$ cat src/sv/ordered_array_list_engine_core_assert.svh
// Assertion macros shared by the list engine.
`ifndef ORDERED_ARRAY_LIST_ENGINE_CORE_ASSERT_SVH
`define ORDERED_ARRAY_LIST_ENGINE_CORE_ASSERT_SVH

`ifndef SYNTH
`define OAL_ASSERT_SAME(label, clk, rst_n, ante, cons) \
    label: assert property (@(posedge clk) disable iff (!rst_n) (ante) |-> (cons)) \
        else $error("assertion failed");
`define OAL_ASSERT_NEXT(label, clk, rst_n, ante, cons) \
    label: assert property (@(posedge clk) disable iff (!rst_n) (ante) |=> (cons)) \
        else $error("assertion failed");
`else
`define OAL_ASSERT_SAME(label, clk, rst_n, ante, cons)
`define OAL_ASSERT_NEXT(label, clk, rst_n, ante, cons)
`endif

`endif

$ cat src/sv/oal_pkg.sv
`default_nettype none

package oal_pkg;

    localparam int VALUE_W = 32;
    localparam int POS_W   = 7;
    localparam int LEN_W   = 8;

    typedef enum logic [2:0] {
        OP_GET    = 3'd0,
        OP_INSERT = 3'd1,
        OP_DELETE = 3'd2,
        OP_LOCATE = 3'd3,
        OP_PRIOR  = 3'd4,
        OP_NEXT   = 3'd5,
        OP_CLEAR  = 3'd6
    } t_op;

    typedef enum logic [1:0] {
        ST_OK   = 2'd0,
        ST_BAD  = 2'd1,
        ST_MISS = 2'd2
    } t_status;

    typedef struct packed {
        logic [2:0]         op;
        logic [POS_W-1:0]   pos;
        logic [VALUE_W-1:0] val;
    } t_query;

    typedef struct packed {
        logic               valid;
        logic               hit;
        logic               just;
        logic               got;
        logic [POS_W-1:0]   idx;
        logic [VALUE_W-1:0] prev;
        logic [VALUE_W-1:0] rval;
    } t_carry;

    typedef struct packed {
        logic               ins;
        logic               del;
        logic [POS_W-1:0]   pos;
        logic [VALUE_W-1:0] val;
    } t_apply;

endpackage

`default_nettype wire

$ cat src/sv/oal_cell.sv
`default_nettype none

module oal_cell #(
    parameter int IDX = 0,
    parameter int CW  = 8
) (
    input  wire logic                         i_clk,
    input  wire logic                         i_rst_n,
    input  wire oal_pkg::t_query              i_query,
    input  wire logic [CW-1:0]                i_count,
    input  wire oal_pkg::t_carry              i_carry,
    output oal_pkg::t_carry                   o_carry,
    input  wire oal_pkg::t_apply              i_apply,
    input  wire logic [oal_pkg::VALUE_W-1:0]  i_left,
    input  wire logic [oal_pkg::VALUE_W-1:0]  i_right,
    output logic [oal_pkg::VALUE_W-1:0]       o_value
);
    import oal_pkg::*;

    localparam int KW = (CW > POS_W) ? CW : POS_W;

    logic [VALUE_W-1:0] r_value;
    t_carry             r_carry;
    t_carry             n_carry;
    logic [KW-1:0]      w_k;
    logic [KW-1:0]      w_qpos;
    logic [KW-1:0]      w_apos;
    logic               w_active;
    logic               w_match;

    assign w_k      = KW'(IDX);
    assign w_qpos   = KW'(i_query.pos);
    assign w_apos   = KW'(i_apply.pos);
    assign w_active = w_k < KW'(i_count);
    assign w_match  = r_value == i_query.val;

    always_comb begin
        n_carry      = i_carry;
        n_carry.just = 1'b0;
        if (w_active) begin
            case (i_query.op)
                OP_GET, OP_DELETE: begin
                    if (w_k == w_qpos) begin
                        n_carry.rval = r_value;
                        n_carry.got  = 1'b1;
                    end
                end
                OP_LOCATE: begin
                    if (!i_carry.hit && w_match) begin
                        n_carry.hit = 1'b1;
                        n_carry.idx = POS_W'(IDX);
                    end
                end
                OP_PRIOR: begin
                    if (!i_carry.hit && w_match) begin
                        n_carry.hit = 1'b1;
                        if (IDX != 0) begin
                            n_carry.rval = i_carry.prev;
                            n_carry.got  = 1'b1;
                        end
                    end
                end
                OP_NEXT: begin
                    if (i_carry.just && !i_carry.got) begin
                        n_carry.rval = r_value;
                        n_carry.got  = 1'b1;
                    end
                    if (!i_carry.hit && w_match) begin
                        n_carry.hit  = 1'b1;
                        n_carry.just = 1'b1;
                    end
                end
                default: begin
                end
            endcase
            n_carry.prev = r_value;
        end
    end

    always_ff @(posedge i_clk) begin
        if (!i_rst_n) begin
            r_carry.valid <= 1'b0;
        end else begin
            r_carry <= n_carry;
        end
    end

    always_ff @(posedge i_clk) begin
        if (i_apply.ins) begin
            if (w_k > w_apos) begin
                r_value <= i_left;
            end else if (w_k == w_apos) begin
                r_value <= i_apply.val;
            end
        end else if (i_apply.del) begin
            if (w_k >= w_apos) begin
                r_value <= i_right;
            end
        end
    end

    assign o_carry = r_carry;
    assign o_value = r_value;

endmodule

`default_nettype wire

$ cat config.mk
export PLATFORM = sky130hd
export DESIGN_NAME = oal_cell
export DESIGN_NICKNAME = d
export VERILOG_FILES = /design/src/sv/ordered_array_list_engine_core_assert.svh /design/src/sv/oal_pkg.sv /design/src/sv/oal_cell.sv
export SDC_FILE = /design/constraint.sdc
export NUM_CORES = 1
export LEC_CHECK = 0
export BUFFER_PORTS_ARGS = -buffer_cell sky130_fd_sc_hd__buf_2
export CORE_AREA = 2 2 131 133
export CTS_BUF_LIST = sky130_fd_sc_hd__clkbuf_16
export DETAILED_ROUTE_END_ITERATION = 6
export DIE_AREA = 0 0 133 135
export HOLD_SLACK_MARGIN = 0.06
export SLEW_MARGIN = 20
export SYNTH_ARGS = -nofsm -noshare
export SYNTH_HDL_FRONTEND = slang
export SYNTH_SLANG_ARGS = --single-unit
$ cat constraint.sdc
create_clock -name i_clk -period 6 [get_ports i_clk]
set_input_delay 0.9 -clock i_clk [delete_from_list [all_inputs] [get_ports i_clk]]
set_output_delay 0.9 -clock i_clk [all_outputs]
set_load 0.01 [all_outputs]
==> results of run 1 <==
registers in the layout, indices dropped and copies added, names as in the netlist:
name	flops
o_carry	75
o_value	32
power by group through the flow:
stage | Sequential (uW) | Combinational [uW] | Clock, uW
finish | 858 | 194 | 638
global route | 861 | 210 | 684
CTS | 859 | 197 | 660
detailed placement | 876 | 195 | 0
global placement | 875 | 191 | 0
floorplan | 890 | 62.0 | 0
metal layers:
metal	up-vias	global-route usage (%)	part of all wire (%)
met5	-	0	0
met4	0	7.05	2.4
met3	20	4.24	7.1
met2	191	30.8	51
met1	1831	19.2	39
li1	1748	-	-
through the flow:
stage / setup slack, ps / total power [uW]
after floorplan: 838 / 952
after global placement: 2640 / 1070
after detailed placement: 2600 / 1070
after CTS: 2980 / 1720
after global routing: 2890 / 1750
final: 2970 / 1690
path summary, 6_finish.rpt:
| check | startpoint | slack, ps | to |
|---|---|---|---|
| worst max-delay path | i_count[7] | 2970 | o_carry[28] |
| worst min-delay path | o_value[25] | 660 | o_carry[25] |
| worst max register to register | o_value[17] | 3820 | o_carry[68] |
| worst min register to register | o_value[25] | 660 | o_carry[25] |
logic make-up after synthesis:
group | Yosys count | synth area share (%)
flops | 107 | 63.1
compound gates | 12 | 1.82
mux | 96 | 23.4
buf+inv | 19 | 1.92
xor+xnor | 32 | 5.52
simple gates | 26 | 4.26
critical path, stage by stage:
cell and delay (ps):
buf_2 100, nor4_2 330, nand2_2 660, a21boi_4 360, buf_4 330, mux2_4 380
synth_stat cells (all sizes together), types with 4 or more instances:
cell type,count
clkbuf,4
mux2,96
edfxtp,106
xnor2,32
nand4,8
a31oi,7
inv,9
nor4,7
buf,6
area by class of cell:
type                    count  area share, %
flip-flops and latches    107           44.7
multi-input cells         166           24.9
repair buffers            309           21.7
well taps                 220           3.84
clock buffers               9           3.14
clock inverters             7           1.29
inverters                   9          0.471
==> impl_metrics.csv, run 1 <==
group,metric,value,unit
finish,fin_area,7170,sq um
cts,htreeDepth,3,
cts,path_clk_slew,70,ps
finish,final_nets,834,
synthesis,ys_types,30,
synthesis,syn_avg_cell_area,17.4,sq um
power_and_ir_drop,p_sw,367,uW
synthesis,synth.area.top_cells,"edfxtp_1 63%, mux2_2 15%, mux2_4 8.6%",
finish,fillCellCount,1535,
worst_setup_path,critPathLaunchType,"input pin",
finish,final_cells,827,
synthesis,ys_seq_area_share,63.1,%
timing,holdWs,662,ps
timing,tns,0,ps
finish,multiInputGateArea,1790,sq um
synthesis,yosysTopAreaCell,"edfxtp_1",
finish,syn_to_final_growth,41.2,%
grt,grt_use_total,17.0,%
worst_setup_path,worstPathArrival,3130,ps
die,io_pins,339,
power_and_ir_drop,switching_share,21.7,%
synthesis,synth_ff_type,"edfxtp_1",
drt,drc,0,
die,die-area,18000,sq um
worst_setup_path,crit_required,6100,ps
place,hpwl,11.7,mm
drt,dr.pass1.iters,4,
timing,fin_crit,3030,ps
drt,dr_total_vias,3790,
cts,cts-buffers-inserted,9,
timing,drv_slew,0,
finish,drive_gt1_share,70.3,%
synthesis,async_reset_ff_share,0,%
die,fp.dieH,135,microns
timing,finalHoldViolCount,0,
timing,tightest_slew,1060,ps
min_path,worst_hold_path_type,"flip-flop to flip-flop",
finish,insertedDiodeCount,0,
drt,ant_nets,0,
place,portBuffers,306,
drt,wl_per_cell,18.8,microns
grt,grt_pass1_vias,4096,
cts,clock_latency,350,ps
drt,dr.first_iter.drc_count,164,
synthesis,yosys_warnings,0,
synthesis,synth_top_area_share,62.7,%
cts,cts_resized,0,
drt,wl,15.5,mm
place,routabilityCongestion,0.843,
worst_setup_path,critical_path_class,"input pin to flip-flop",
grt,grt_start_max_net_pins,76,
power_and_ir_drop,leakage,0.00308,uW
finish,regArea,3200,sq um
cts,cts_tree,"done",
timing,rsz0062_at_grt,"no",
timing,skew,8.24,ps
power_and_ir_drop,power_frac_clock,37.8,%
run,maxCapViolations,0,
finish,fin_util,43.7,%
cts,cts_setup_buffers,0,
power_and_ir_drop,powerDensity,236,nW/um^2
synthesis,synth_area,5080,sq um
timing,slew_headroom,29.5,%
synthesis,synth_fp_nets,524,
drt,vias_per_cell,4.58,
timing,setup_viol,0,
finish,final_cell_mix,"305 x buf_2, 106 x edfxtp_1, 67 x mux2_2",
worst_setup_path,path_max_fanout,35,
grt,antenna_found_initial,0,
place,dpl-instance-area,6850,sq um
place,placed_cells,811,
synthesis,syn-instance-count,292,
synthesis,synth_seq_cells,107,
power_and_ir_drop,intPower,1320,uW
cts,clock_path_buffers,2,
timing,post-route-period-util,50.4,%
die,fp.coreArea,16400,sq um
cts,cts_hold_buffers,0,
power_and_ir_drop,p_seq_share,50.8,%
worst_setup_path,reg2reg_depth,4,
min_path,hold_depth,1,
power_and_ir_drop,peakVddDrop,117,uV
grt,grt_pass1_wl,22.7,mm
run_status,status,"finished, final reports clean",
cts,clockRootBuffer,"clkbuf_16",
grt,overflow,0,
finish,layout_commonest_cell,"buf_2",
die,start_util,31.0,%
timing,fmax,330,MHz
die,placementRows,47,
synthesis,synth-edff-count,106,
cts,cts_sinks,107,
power_and_ir_drop,power_frac_comb,11.5,%
worst_setup_path,end_kind,"flip-flop",
die,die_w,133,microns
Power figures use the tool's default switching activity.
==> run 2, diff against run 1 <==
Clock period 6 ns to 2.9 ns, I/O delays scaled along.
==> run 2 against run 1 <==
Net effect:
- critical path depth shrank 2
- sequential share of layout area shrank 0.23 points
- non-clock buffer count increased by 4
- design area rose by 0.52%
- cell count increased by 0.24%
- routed wire length is 2.1% higher
- clock skew grew 2.1 ps
- combinational power rose by 110%
- global-route usage grew 0.11 points
- via count fell by 1.2%
- flip-flop and latch count unchanged
- highest routed layer is now met5
==> impl_metrics.csv, run 2 (synthesis results as in run 1) <==
group,metric,value,unit
die,start_util,31.0,%
cts,cts_setup_buffers,0,
cts,cts-buffers-inserted,9,
finish,fillCellCount,1566,
worst_setup_path,path_max_fanout,9,
finish,syn_to_final_growth,41.9,%
worst_setup_path,worstPathArrival,2180,ps
timing,tns,0,ps
power_and_ir_drop,leakage,0.00311,uW
die,fp.coreArea,16400,sq um
cts,cts_resized,0,
finish,insertedDiodeCount,0,
timing,post-route-period-util,73.6,%
grt,antenna_found_initial,2,
cts,htreeDepth,3,
timing,tightest_slew,582,ps
cts,cts_sinks,107,
cts,cts_hold_buffers,0,
place,routabilityCongestion,0.844,
worst_setup_path,crit_required,2950,ps
drt,wl_per_cell,19.1,microns
place,hpwl,12.3,mm
power_and_ir_drop,p_sw,742,uW
finish,multiInputGateArea,1790,sq um
power_and_ir_drop,peakVddDrop,238,uV
power_and_ir_drop,p_seq_share,51.1,%
timing,finalHoldViolCount,0,
min_path,worst_hold_path_type,"input pin to flip-flop",
cts,clock_latency,350,ps
grt,grt_pass1_wl,22.7,mm
timing,holdWs,304,ps
finish,final_nets,838,
place,pre_cts_ws,704,ps
worst_setup_path,slowest_delay,630,ps
drt,drc,0,
finish,largest_reg_flops,75,
cts,clockRootBuffer,"clkbuf_16",
run,maxCapViolations,0,
finish,final_cell_mix,"305 x buf_2, 106 x edfxtp_1, 67 x mux2_2",
drt,dr.pass1.iters,4,
finish,layout_commonest_cell,"buf_2",
power_and_ir_drop,intPower,2730,uW
timing,fmax,469,MHz
drt,ant_nets,0,
drt,vias_per_cell,4.52,
drt,dr.first_iter.drc_count,113,
power_and_ir_drop,powerDensity,482,nW/um^2
timing,setup_viol,0,
power_and_ir_drop,power_frac_comb,11.7,%
cts,clock_path_buffers,2,
place,portBuffers,306,
worst_setup_path,critPathBufInv,0,
run_status,status,"finished, final reports clean",
timing,setup_ws,766,ps
timing,skew,10.4,ps
grt,overflow,0,
die,die-area,18000,sq um
cts,cts_tree,"done",
drt,wl,15.8,mm
finish,fin_util,43.9,%
die,placementRows,47,
worst_setup_path,crit_slowest_cell,"nor4_4",
die,die_w,133,microns
place,placed_cells,815,
drt,dr_total_vias,3745,
die,io_pins,339,
worst_setup_path,critPathLaunchType,"flip-flop",
timing,slew_headroom,60.9,%
finish,regArea,3200,sq um
grt,grt_pass1_vias,4022,
grt,grt_use_total,17.1,%
worst_setup_path,cp_top_family,"simple AND/OR/NAND/NOR gates",
timing,rsz0062_at_grt,"no",
timing,fin_crit,2130,ps
power_and_ir_drop,switching_share,21.4,%
power_and_ir_drop,power_frac_clock,37.2,%
die,fp.dieH,135,microns
finish,final_cells,829,
worst_setup_path,cp_cell_sequence,"xnor2_1 > nand4_1 > nor4_4 > a31oi_1",
cts,path_clk_slew,70,ps
finish,drive_gt1_share,70.8,%
worst_setup_path,critical_path_class,"flip-flop to flip-flop",
grt,grt_start_max_net_pins,43,
worst_setup_path,end_kind,"flip-flop",
timing,drv_slew,0,
run 2: cell count changes in the layout (fill, tap and decap cells not counted):
cell        change
clkinv_2        +2
nor4_2          -1
clkinv_4        -2
buf_12          +1
buf_4           +3
inv_6           +1
clkinv_1        -2
nor4_4          +1
clkinvlp_4      -1
run 2: worst paths after layout:
kind	startpoint	to	slack [ps]	cells after the start
max	o_value[8]	o_carry[66]	770	4
min	i_carry[74]	o_carry[74]	300	2
max reg2reg	o_value[8]	o_carry[66]	770	4
min reg2reg	o_value[13]	o_carry[13]	650	1
run 2: power by group through the flow:
stage	Clock, uW	Combinational, uW	Sequential (uW)
3_3_place_gp	0	403	1810
5_1_grt	1400	439	1780
4_1_cts	1340	412	1780
2_1_floorplan	0	129	1840
6_report	1290	406	1780
3_5_place_dp	0	410	1810
run 2: per-layer routing:
layer / share of wire (%) / track usage (%) / up-vias
met5: 0.17 / 0 / -
met4: 0.93 / 3.94 / 4
met3: 8.7 / 6.19 / 14
met2: 53 / 32.0 / 194
met1: 38 / 18.6 / 1778
li1: - / - / 1755
run 2: area by class of cell:
class                      count  area share [%]
tap                          220            3.82
timing repair buffer         313            22.2
inverter                       9           0.469
clock buffer                   9            3.12
multi-input combinational    166            24.9
clock inverter                 5            1.09
sequential                   107            44.4
run 2: through the flow:
| stage | power (uW) | instance area, sq um |
|---|---|---|
| floorplan | 1970 | 5090 |
| global placement | 2210 | 6910 |
| detailed placement | 2220 | 6910 |
| CTS | 3530 | 7210 |
| global route | 3620 | 7210 |
| finish | 3480 | 7210 |
